**src/pps_pkg.sv**
```systemverilog
`timescale 1ns / 1ps
// Package for the preemptive priority scheduler: sizes, FSM state type and
// the command/status structs between controller and datapath. No dependencies.
package pps_pkg;

  localparam int MAX_PROCS = 16;
  localparam int IDX_W     = (MAX_PROCS > 1) ? $clog2(MAX_PROCS) : 1;
  localparam int CNT_W     = $clog2(MAX_PROCS + 1);

  localparam int PRI_W   = 8;
  localparam int TIME_W  = 16;
  localparam int TICK_W  = 21;
  localparam int TOTAL_W = 25;
  localparam int PNUM_W  = 4;

  localparam int IN_W  = 40;
  localparam int OUT_W = 120;

  typedef enum logic [2:0] {
    ST_LOAD,
    ST_CHECK,
    ST_SCAN,
    ST_UPDATE,
    ST_OUT
  } state_t;

  typedef struct packed {
    logic accept;
    logic clr_best;
    logic idx_clr;
    logic scan;
    logic update;
    logic out_load;
    logic clr_batch;
  } cmd_t;

  typedef struct packed {
    logic in_fire;
    logic in_last;
    logic idx_last;
    logic all_done;
    logic out_free;
  } status_t;

endpackage

```
**src/pps_ctrl.sv**
```systemverilog
`timescale 1ns / 1ps
// Scheduler controller: load, per-tick scan/update loop and result emission.
// Depends on pps_pkg.
module pps_ctrl (
  input  logic             clk,
  input  logic             rst,
  input  pps_pkg::status_t status,
  output pps_pkg::cmd_t    cmd
);

  pps_pkg::state_t state, state_next;

  always_ff @(posedge clk) begin
    if (rst) begin
      state <= pps_pkg::ST_LOAD;
    end else begin
      state <= state_next;
    end
  end

  always_comb begin
    state_next = state;
    cmd = '0;
    case (state)
      pps_pkg::ST_LOAD: begin
        cmd.accept = 1'b1;
        if (status.in_fire && status.in_last) begin
          state_next = pps_pkg::ST_CHECK;
        end
      end
      pps_pkg::ST_CHECK: begin
        cmd.clr_best = 1'b1;
        cmd.idx_clr  = 1'b1;
        state_next = status.all_done ? pps_pkg::ST_OUT : pps_pkg::ST_SCAN;
      end
      pps_pkg::ST_SCAN: begin
        cmd.scan = 1'b1;
        if (status.idx_last) begin
          state_next = pps_pkg::ST_UPDATE;
        end
      end
      pps_pkg::ST_UPDATE: begin
        cmd.update = 1'b1;
        state_next = pps_pkg::ST_CHECK;
      end
      pps_pkg::ST_OUT: begin
        if (status.out_free) begin
          cmd.out_load = 1'b1;
          if (status.idx_last) begin
            cmd.clr_batch = 1'b1;
            state_next = pps_pkg::ST_LOAD;
          end
        end
      end
      default: begin
        state_next = pps_pkg::ST_LOAD;
      end
    endcase
  end

endmodule

```
**src/pps_datapath.sv**
```systemverilog
`timescale 1ns / 1ps
// Scheduler datapath: process stores, tick counter, best-candidate scan
// registers, result arithmetic and output register. Depends on pps_pkg.
module pps_datapath (
  input  logic                          clk,
  input  logic                          rst,
  input  pps_pkg::cmd_t                 cmd,
  output pps_pkg::status_t              status,
  input  logic                          s_tvalid,
  output logic                          s_tready,
  input  logic [pps_pkg::IN_W-1:0]      s_tdata,
  input  logic                          s_tlast,
  output logic                          m_tvalid,
  input  logic                          m_tready,
  output logic [pps_pkg::OUT_W-1:0]     m_tdata,
  output logic                          m_tlast
);

  localparam int IW = pps_pkg::IDX_W;
  localparam int CW = pps_pkg::CNT_W;
  localparam int N  = pps_pkg::MAX_PROCS;

  logic [pps_pkg::PRI_W-1:0]  pri_mem  [N];
  logic [pps_pkg::TIME_W-1:0] arr_mem  [N];
  logic [pps_pkg::TIME_W-1:0] bst_mem  [N];
  logic [pps_pkg::TIME_W-1:0] rem_mem  [N];
  logic [pps_pkg::TICK_W-1:0] comp_mem [N];
  logic [N-1:0]               fin;

  logic [CW-1:0] count;
  logic [CW-1:0] fin_cnt;
  logic [pps_pkg::TICK_W-1:0] tick;
  logic [IW-1:0] idx;

  logic                       best_valid;
  logic [IW-1:0]              best_idx;
  logic [pps_pkg::PRI_W-1:0]  best_pri;
  logic [pps_pkg::TIME_W-1:0] best_arr;

  logic [pps_pkg::TOTAL_W-1:0] tot_tat, tot_wt;

  logic                       in_fire, store_ok;
  logic [pps_pkg::PRI_W-1:0]  in_pri;
  logic [pps_pkg::TIME_W-1:0] in_arr, in_bst;

  logic [pps_pkg::PRI_W-1:0]  rd_pri;
  logic [pps_pkg::TIME_W-1:0] rd_arr, rd_bst, rd_rem, rem_dec;
  logic                       rd_ready, better;
  logic [pps_pkg::TICK_W-1:0] tick_inc, rd_ct, tat, wt;
  logic [pps_pkg::TOTAL_W-1:0] tot_tat_next, tot_wt_next;
  logic                       out_free;

  assign in_pri = s_tdata[7:0];
  assign in_arr = s_tdata[23:8];
  assign in_bst = s_tdata[39:24];

  assign s_tready = cmd.accept;
  assign in_fire  = s_tvalid && cmd.accept;
  assign store_ok = count < CW'(N);

  assign rd_pri   = pri_mem[idx];
  assign rd_arr   = arr_mem[idx];
  assign rd_bst   = bst_mem[idx];
  assign rd_ct    = comp_mem[idx];
  assign rd_rem   = rem_mem[best_idx];
  assign rem_dec  = (rd_rem == '0) ? rd_rem : rd_rem - 1'b1;
  assign tick_inc = tick + 1'b1;

  assign rd_ready = !fin[idx] && (tick >= pps_pkg::TICK_W'(rd_arr));
  assign better   = !best_valid || (rd_pri > best_pri) ||
                    ((rd_pri == best_pri) && (rd_arr < best_arr));

  assign tat = rd_ct - pps_pkg::TICK_W'(rd_arr);
  assign wt  = tat - pps_pkg::TICK_W'(rd_bst);
  assign tot_tat_next = tot_tat + pps_pkg::TOTAL_W'(tat);
  assign tot_wt_next  = tot_wt + pps_pkg::TOTAL_W'(wt);

  assign out_free = !m_tvalid || m_tready;

  assign status.in_fire  = in_fire;
  assign status.in_last  = s_tlast;
  assign status.idx_last = (CW'(idx) + 1'b1) == count;
  assign status.all_done = fin_cnt == count;
  assign status.out_free = out_free;

  // stores: written on load, updated per tick
  always_ff @(posedge clk) begin
    if (in_fire && store_ok) begin
      pri_mem[count[IW-1:0]] <= in_pri;
      arr_mem[count[IW-1:0]] <= in_arr;
      bst_mem[count[IW-1:0]] <= in_bst;
      rem_mem[count[IW-1:0]] <= in_bst;
    end
    if (cmd.update && best_valid) begin
      rem_mem[best_idx] <= rem_dec;
      if (rem_dec == '0) begin
        comp_mem[best_idx] <= tick_inc;
      end
    end
  end

  always_ff @(posedge clk) begin
    if (rst || cmd.clr_batch) begin
      fin     <= '0;
      count   <= '0;
      fin_cnt <= '0;
      tick    <= '0;
    end else begin
      if (in_fire && store_ok) begin
        fin[count[IW-1:0]] <= 1'b0;
        count <= count + 1'b1;
      end
      if (cmd.update) begin
        tick <= tick_inc;
        if (best_valid && (rem_dec == '0)) begin
          fin[best_idx] <= 1'b1;
          fin_cnt <= fin_cnt + 1'b1;
        end
      end
    end
  end

  always_ff @(posedge clk) begin
    if (rst || cmd.idx_clr) begin
      idx <= '0;
    end else if (cmd.scan || cmd.out_load) begin
      idx <= idx + 1'b1;
    end
  end

  always_ff @(posedge clk) begin
    if (rst || cmd.clr_best) begin
      best_valid <= 1'b0;
    end else if (cmd.scan && rd_ready && better) begin
      best_valid <= 1'b1;
    end
  end

  always_ff @(posedge clk) begin
    if (cmd.scan && rd_ready && better) begin
      best_idx <= idx;
      best_pri <= rd_pri;
      best_arr <= rd_arr;
    end
  end

  always_ff @(posedge clk) begin
    if (rst || cmd.clr_batch) begin
      tot_tat <= '0;
      tot_wt  <= '0;
    end else if (cmd.out_load) begin
      tot_tat <= tot_tat_next;
      tot_wt  <= tot_wt_next;
    end
  end

  always_ff @(posedge clk) begin
    if (rst) begin
      m_tvalid <= 1'b0;
    end else if (cmd.out_load) begin
      m_tvalid <= 1'b1;
    end else if (m_tready) begin
      m_tvalid <= 1'b0;
    end
  end

  always_ff @(posedge clk) begin
    if (cmd.out_load) begin
      m_tdata <= {3'b000, tot_wt_next, tot_tat_next, wt, tat, rd_ct,
                  pps_pkg::PNUM_W'(idx)};
      m_tlast <= status.idx_last;
    end
  end

endmodule

```
**src/preemptive_priority_scheduler_unit.sv**
```systemverilog
`timescale 1ns / 1ps
// Top level of the preemptive priority scheduler: controller plus datapath.
// Depends on pps_pkg, pps_ctrl and pps_datapath.
//
// Channel  Dir  Payload
// s_*      in   tdata: priority_req[7:0], arrival_time[23:8], burst_time[39:24];
//               tlast: last_process
// m_*      out  tdata: process_number, completion, turnaround, waiting,
//               total_turnaround, total_waiting, 3 zero pad; tlast: last_result
//
// Loading takes one item per cycle. After the last item, each simulated tick
// runs a check, a sequential scan of the stores and one update; once all
// processes have finished, one result per process is emitted.
// No item is accepted from the last item until the final result is loaded.
// Results leave through an output register; m_tready low stalls the emission.
// rst is synchronous and returns the block to an empty batch.
module preemptive_priority_scheduler_unit (
  input  logic                      clk,
  input  logic                      rst,
  input  logic                      s_tvalid,
  output logic                      s_tready,
  // priority_req[7:0], arrival_time[23:8], burst_time[39:24]
  input  logic [pps_pkg::IN_W-1:0]  s_tdata,
  input  logic                      s_tlast,
  output logic                      m_tvalid,
  input  logic                      m_tready,
  // process_number[3:0], completion_time[24:4], turnaround_time[45:25],
  // waiting_time[66:46], total_turnaround[91:67], total_waiting[116:92]
  output logic [pps_pkg::OUT_W-1:0] m_tdata,
  output logic                      m_tlast
);

  pps_pkg::cmd_t    cmd;
  pps_pkg::status_t status;

  pps_ctrl u_ctrl (
    .clk    (clk),
    .rst    (rst),
    .status (status),
    .cmd    (cmd)
  );

  pps_datapath u_datapath (
    .clk      (clk),
    .rst      (rst),
    .cmd      (cmd),
    .status   (status),
    .s_tvalid (s_tvalid),
    .s_tready (s_tready),
    .s_tdata  (s_tdata),
    .s_tlast  (s_tlast),
    .m_tvalid (m_tvalid),
    .m_tready (m_tready),
    .m_tdata  (m_tdata),
    .m_tlast  (m_tlast)
  );

endmodule
```
**config.mk**
```make
export PLATFORM = sky130hd
export DESIGN_NAME = preemptive_priority_scheduler_unit
export DESIGN_NICKNAME = d
export VERILOG_FILES = /design/src/pps_pkg.sv /design/src/pps_ctrl.sv /design/src/pps_datapath.sv /design/src/preemptive_priority_scheduler_unit.sv
export SDC_FILE = /design/constraint.sdc
export NUM_CORES = 1
export LEC_CHECK = 0
export CORE_MARGIN = 2
export CORE_UTILIZATION = 60
export CTS_CLUSTER_SIZE = 40
export DETAILED_ROUTE_END_ITERATION = 8
export DONT_BUFFER_PORTS = 1
export GPL_ROUTABILITY_DRIVEN = 0
export GPL_TIMING_DRIVEN = 0
export PLACE_DENSITY = 0.76
export SLEW_MARGIN = 30
export SYNTH_ARGS = -nofsm -noshare
export SYNTH_HDL_FRONTEND = slang
export SYNTH_HIERARCHICAL = 1
export SYNTH_SLANG_ARGS = --single-unit
export TNS_END_PERCENT = 10
```
**constraint.sdc**
```tcl
create_clock -name clk -period 22.3 [get_ports clk]
set_input_delay 4.46 -clock clk [delete_from_list [all_inputs] [get_ports clk]]
set_output_delay 4.46 -clock clk [all_outputs]
set_load 0.02 [all_outputs]
```
; ---- Word-level counts from Yosys, hierarchy flattened
; Memory sizes are Yosys's and may differ from the RTL's. A register that Yosys moved wholly into a read port is not among the register bits.
; Index checks and enable logic that the tools add are counted.
[classes]
n_addsub = 10
n_mul = 0
n_div = 0
magnitude_cmp = 9
n_eq_ne = 11
shift = 0
mux = 45
bitwise = 3
reduce_logical = 28
[ops]
columns = op, n
row1 = $mux W16, 6
row2 = $add A25 B21 Y25, 2
row3 = $sub A21 B16 Y21, 2
row4 = $mux W4, 10
row5 = $logic_not A16 Y1, 2
row6 = $add A21 B1 Y21 const B, 1
row7 = $ge A21 B16 Y1, 1
row8 = $mux W1, 17
row9 = $and A16 B16 Y16, 1
row10 = $lt A16 B16 Y1, 1
row11 = $not A16 Y16, 1
row12 = $or A16 B16 Y16, 1
row13 = $reduce_or A16 Y1, 1
row14 = $sub A16 B1 Y16 const B, 1
row15 = $lt A4 B5 Y1 const B, 3
row16 = $mux W3, 5
row17 = $pmux W3 S5, 1
row18 = $logic_and A1 B1 Y1, 11
row19 = $add A5 B1 Y5 const B, 2
row20 = $eq A5 B5 Y1, 2
row21 = $demux W1 S4, 2
row22 = $eq A8 B8 Y1, 1
row23 = $ge A4 B1 Y1 const B, 2
row24 = $gt A8 B8 Y1, 1
row25 = other kinds (16), 29
[totals]
regBits = 252
latchBits = 0
mem_bits_rw = 1232
mem_bits_ro = 0
in_bits = 45
out_inout_bits = 123
wordCells = 126
n_memories = 5
[memory_table]
columns = name, words, word_bits, read_ports, rd_clocked_by_memory_dff, wr, line_no
row1 = u_datapath.comp_mem, 16, 21, 1, 1, 1, pps_datapath.sv:27  ; logic [pps_pkg::TICK_W-1:0] comp_mem [N];
row2 = u_datapath.arr_mem, 16, 16, 1, 1, 1, pps_datapath.sv:24  ; logic [pps_pkg::TIME_W-1:0] arr_mem [N];
row3 = u_datapath.bst_mem, 16, 16, 1, 1, 1, pps_datapath.sv:25  ; logic [pps_pkg::TIME_W-1:0] bst_mem [N];
row4 = u_datapath.rem_mem, 16, 16, 1, 1, 1, pps_datapath.sv:26  ; logic [pps_pkg::TIME_W-1:0] rem_mem [N];
row5 = u_datapath.pri_mem, 16, 8, 1, 1, 1, pps_datapath.sv:23  ; logic [pps_pkg::PRI_W-1:0] pri_mem [N];

; ---- Depth between registers and ports, before layout
[depth]
ltp_word = 11
mapped_depth = 35
ltp_nobuf = 30

; ---- Modules after synthesis
; Netlist, hierarchy kept.
[by_module_without_submodules]
columns = module, n_inst, cells_each, area_each_um2, seq_area_each_um2
row1 = pps_datapath, 1, 3817, 63503.4, 43601.8
row2 = pps_ctrl, 1, 24, 188.9, 60.1

; ---- Least setup slack after synthesis
; Ideal clock, no wire load.
[synth_timing]
kind = register to register
start = register with a tool-made name
end = register u_datapath/m_tdata[115] in the netlist's numbering (data pin)
setup_ps = 258
arrival_ps = 8943
t_required_ps = 22042
path_slack_ps = 13099
stages_incl_launch_ff = 34
path_buffers = 5
synth_period_minus_slack_ps = 9201
path_cell_list = dfxtp_1 clkbuf_1 clkbuf_1 clkbuf_1 clkbuf_1 buf_1 mux4_2 mux4_2 ha_1 nor2b_1 o2111a_1 nor3_1 xnor2_1 ha_1 or2_2 and2_1 a211oi_1 o21bai_1 maj3_1 a21oi_1 o211ai_1 a21o_1 a21oi_1 xor2_1 ha_1 a21o_1 a21o_1 a21oi_1 nand2_1 or3_1 and3_1 o21a_1 o21bai_1 xnor2_1
[synth_rtl]
columns = item, line_no
row1 = end signal: assignment, pps_datapath.sv:169  ; m_tdata <= {3'b000, tot_wt_next, tot_tat_next, wt, tat, rd_ct,
row2 = end: declaration, pps_datapath.sv:15  ; output logic [pps_pkg::OUT_W-1:0] m_tdata,

==> flow_metrics.py <==
metrics = {
    "run_status": {
        "outcome": "complete, no violations",
    },
    "setup_path": {
        "worstPathRequired_ns": 22.90,
        "cp-start-kind": "flip-flop",
        "rr_endpoint": "u_datapath/tot_wt[23]",
        "critPathCaptureType": "flip-flop",
        "worst_ep_arrival_time_ns": 12.45,
        "r2r_setup_slack_ns": 10.45,
        "slowest_delay_ns": 0.91,
        "crit_buf_inv": 6,
        "cp_top_family": "compound AO/OA/AOI/OAI gates",
        "crit_slowest_cell": "a21boi_0",
        "critical_path_class": "flip-flop to flip-flop",
        "rr_worst_depth": 33,
        "cpMostUsedCell": "a21oi_1",
        "path_max_fanout": 10,
    },
    "routing": {
        "antenna_left": 0,
        "route.vias.total": 37292,
        "drt-total-wl_um": 173000,
        "viasPerCell": 6.74,
        "wl_per_cell_um": 31.2,
        "drc": 0,
        "drtIter0Drc": 5241,
        "dr.pass1.iters": 6,
    },
    "die": {
        "std_cell_rows": 119,
        "core_area_mm2": 0.105,
        "die_h_um": 330,
        "dieWidth_um": 330,
        "initial_utilization_pct": 60.5,
        "dieArea_mm2": 0.109,
        "top_level_ports": 168,
    },
    "yosys": {
        "ys_seq_area_share_pct": 68.6,
        "yosysTopAreaCellShare_pct": 65.0,
        "synth-compound-area-share_pct": 4.98,
        "muxShareOfSynthArea_pct": 14.6,
        "synthXorXnorAreaFrac_pct": 1.91,
        "synthesis.area_mm2": 0.0637,
        "ys_warn_count": 6,
        "synth_top_family_by_area": "multiplexers",
        "ys_async_sr_fraction_pct": 0,
        "ys_seq_elements": 1492,
        "synth_area_leaders": "edfxtp_1 65%, mux4_2 14%, dfxtp_1 3.6%",
        "synthSimpleGateAreaFrac_pct": 5.32,
        "synth_largest_area_cell": "edfxtp_1",
        "synthAdderAreaFrac_pct": 2.48,
        "avgSynthCellArea_um2": 16.6,
        "yosysUniqueCellTypes": 79,
        "synth_flop_cell": "edfxtp_1",
        "synth_edf_count": 1378,
        "syn_inst": 3841,
    },
    "global_route": {
        "overflow": 0,
        "grt_max_degree": 53,
        "grt_pass1_wl_um": 247000,
        "grt_pass1_vias": 36378,
        "grt_antenna_before_repair": 1,
        "grt.total_usage_pct": 32.0,
    },
    "timing": {
        "hold_violations": 0,
        "min_period_over_period_pct": 53.2,
        "setup-tns-final_ns": 0,
        "whs_ns": 0.470,
        "final_period_minus_worst_setup_slack_ns": 11.85,
        "tightest_slew_ns": 1.10,
        "fmax_ghz": 0.0844,
        "grt_setup_unrepaired": "false",
        "clock_skew_ns": 0.0331,
        "finalMaxSlewViolations": 0,
        "relSlewSlack_pct": 25.8,
        "finalSetupViolCount": 0,
    },
    "cts": {
        "clock_latency_ns": 0.78,
        "cts_tree": "yes",
        "holdBufCountCts": 0,
        "cts.sinks": 1492,
        "cts_buffers": 148,
        "h-tree-depth": 4,
        "cts_setup_buffers": 0,
        "root_buffer": "clkbuf_16",
        "max-clock-path-buffers": 3,
        "cts_resized": 0,
        "cts.clk_slew.worst_paths_ns": 0.06,
    },
    "layout": {
        "fillCellCount": 6705,
        "regArea_mm2": 0.0437,
        "multi_input_area_mm2": 0.0189,
        "final_nets": 4192,
        "area_growth_pct": 11.5,
        "drive_gt1_share_pct": 18.1,
    },
    "hold_path": {
        "whs_endpoint": "u_datapath/fin[10]",
        "whs_path_depth": 2,
        "worstHoldStart": "u_datapath/fin[10]",
        "hp-class": "flip-flop to flip-flop",
    },
    "pwr": {
        "p_per_area_mw_per_mm2": 129,
        "ir_worst_vdd_mv": 0.170,
        "p_leak_nw": 24.0,
        "fin_total_pwr_w": 0.00913,
    },
    "placed_design": {
        "io_buffers": 0,
        "dp_hpwl_um": 112000,
    },
    "flow_run": {
        "max_cap_violations": 0,
    },
}
[synth_stat cells (all sizes together), types with 22 or more instances]
cell    count
nor2      142
nand3      45
edfxtp   1378
nand2     362
a21o       26
or3        31
clkbuf    170
a21oi      72
mux4      386
nor3       27
ha        118
buf        66
dfxtp     114
xnor2      52
nand4      22
inv       115
mux2i      49
o21a       27
and3       27
o21ai     309
xor2       86
[report_power, final]
| group | internal [W] | switching, W |
|---|---|---|
| Combinational | 0.00118 | 0.00200 |
| Clock | 0.00130 | 0.00105 |
| Sequential | 0.00342 | 0.000164 |
| Total | 0.00591 | 0.00322 |
[worst max-delay path by stage]
stage / startpoint / to / slack (ns) / cells past startpoint
CTS: flip-flop / u_datapath/tot_wt[23] / 10.20 / 33
finish: flip-flop / u_datapath/tot_wt[23] / 10.45 / 33
global placement: flip-flop / u_datapath/tot_wt[23] / 10.20 / 32
detailed placement: flip-flop / u_datapath/tot_wt[23] / 10.32 / 33
global route: flip-flop / u_datapath/tot_wt[23] / 9.78 / 32
floorplan: flip-flop / u_datapath/m_tdata[115] / 13.10 / 33
[sequential cells by signal, summed over array words and instances (netlist names), 5 cells and up, named ones only]
| signal | flops |
|---|---|
| u_datapath/arr_mem | 256 |
| u_datapath/best_arr | 16 |
| u_datapath/best_pri | 8 |
| u_datapath/bst_mem | 256 |
| u_datapath/comp_mem | 336 |
| u_datapath/count | 5 |
| u_datapath/fin | 16 |
| u_datapath/fin_cnt | 5 |
| u_datapath/m_tdata | 117 |
| u_datapath/pri_mem | 128 |
| u_datapath/rem_mem | 256 |
| u_datapath/tick | 21 |
| u_datapath/tot_tat | 25 |
| u_datapath/tot_wt | 25 |
[cell type report]
type                       instances  share of cell area, %
sequential                      1492                   61.5
multi-input combinational       2000                   26.6
clock buffer                     203                   5.58
tap                             1391                   2.45
buffer                           236                   1.40
timing repair buffer              32                   1.01
clock inverter                    66                  0.817
inverter                         115                  0.650
antenna                            1                0.00352
[kinds of logic after synthesis]
| logic type | after synthesis |
|---|---|
| multiplexers | 444 |
| other | 1 |
| AO/OA/AOI/OAI | 543 |
| AND/OR/NAND/NOR | 748 |
| buffers and inverters | 351 |
| XOR/XNOR | 138 |
| flip-flops | 1492 |
| adder cells (fa/ha/maj) | 124 |
[tightest hold or removal path: cells and delay by family, from the launching register on]
| family | cells | cell delay [ns] |
|---|---|---|
| simple gates | 1 | 0.05 |
| flops | 1 | 0.31 |
| compound gates | 1 | 0.05 |
[per-stage QoR]
| stage | worst slack (ns) | cell area [um2] | util (%) | instances |
|---|---|---|---|---|
| final | 10.45 | 71000 | 67.5 | 5536 |
| after detailed placement | 10.32 | 66400 | 63.1 | 5266 |
| after floorplan | 13.10 | 63700 | - | 3843 |
| after global routing | 9.78 | 71000 | 67.5 | 5536 |
| after global placement | 10.20 | 65400 | 62.2 | 5234 |
| after CTS | 10.20 | 70900 | 67.4 | 5535 |
[layer usage]
layer | up-vias | track usage (%) | share of wire (%)
li1 | 15372 | - | -
met1 | 18751 | 42.5 | 36
met4 | 0 | 16.8 | 5.6
met5 | - | 0 | 0
met3 | 507 | 6.55 | 11
met2 | 2662 | 50.6 | 48
[layout by cell type (no fill, tap or decap), drive strengths merged, types with 6 or more instances in the layout]
cell	netlist	final
or2	17	17
a31oi	12	12
ha	118	118
a211oi	13	13
o211ai	10	10
dfxtp	114	114
nand2b	16	16
inv	115	122
and2	12	12
o21ai	309	309
mux4	386	386
nor2	142	142
nor2b	20	20
nor4	6	6
xnor2	52	52
o21bai	12	12
nor3	27	27
clkinv	0	50
mux2	9	9
xor2	86	86
buf	66	93
nand3	45	45
o21a	27	27
edfxtp	1378	1378
o31ai	10	10
clkbuf	170	378
and3	27	27
nand2	362	362
or3	31	31
mux2i	49	49
a21o	26	26
nand4	22	22
a21boi	7	7
a21oi	72	72
No activity file was read; power rests on OpenSTA's default activity.
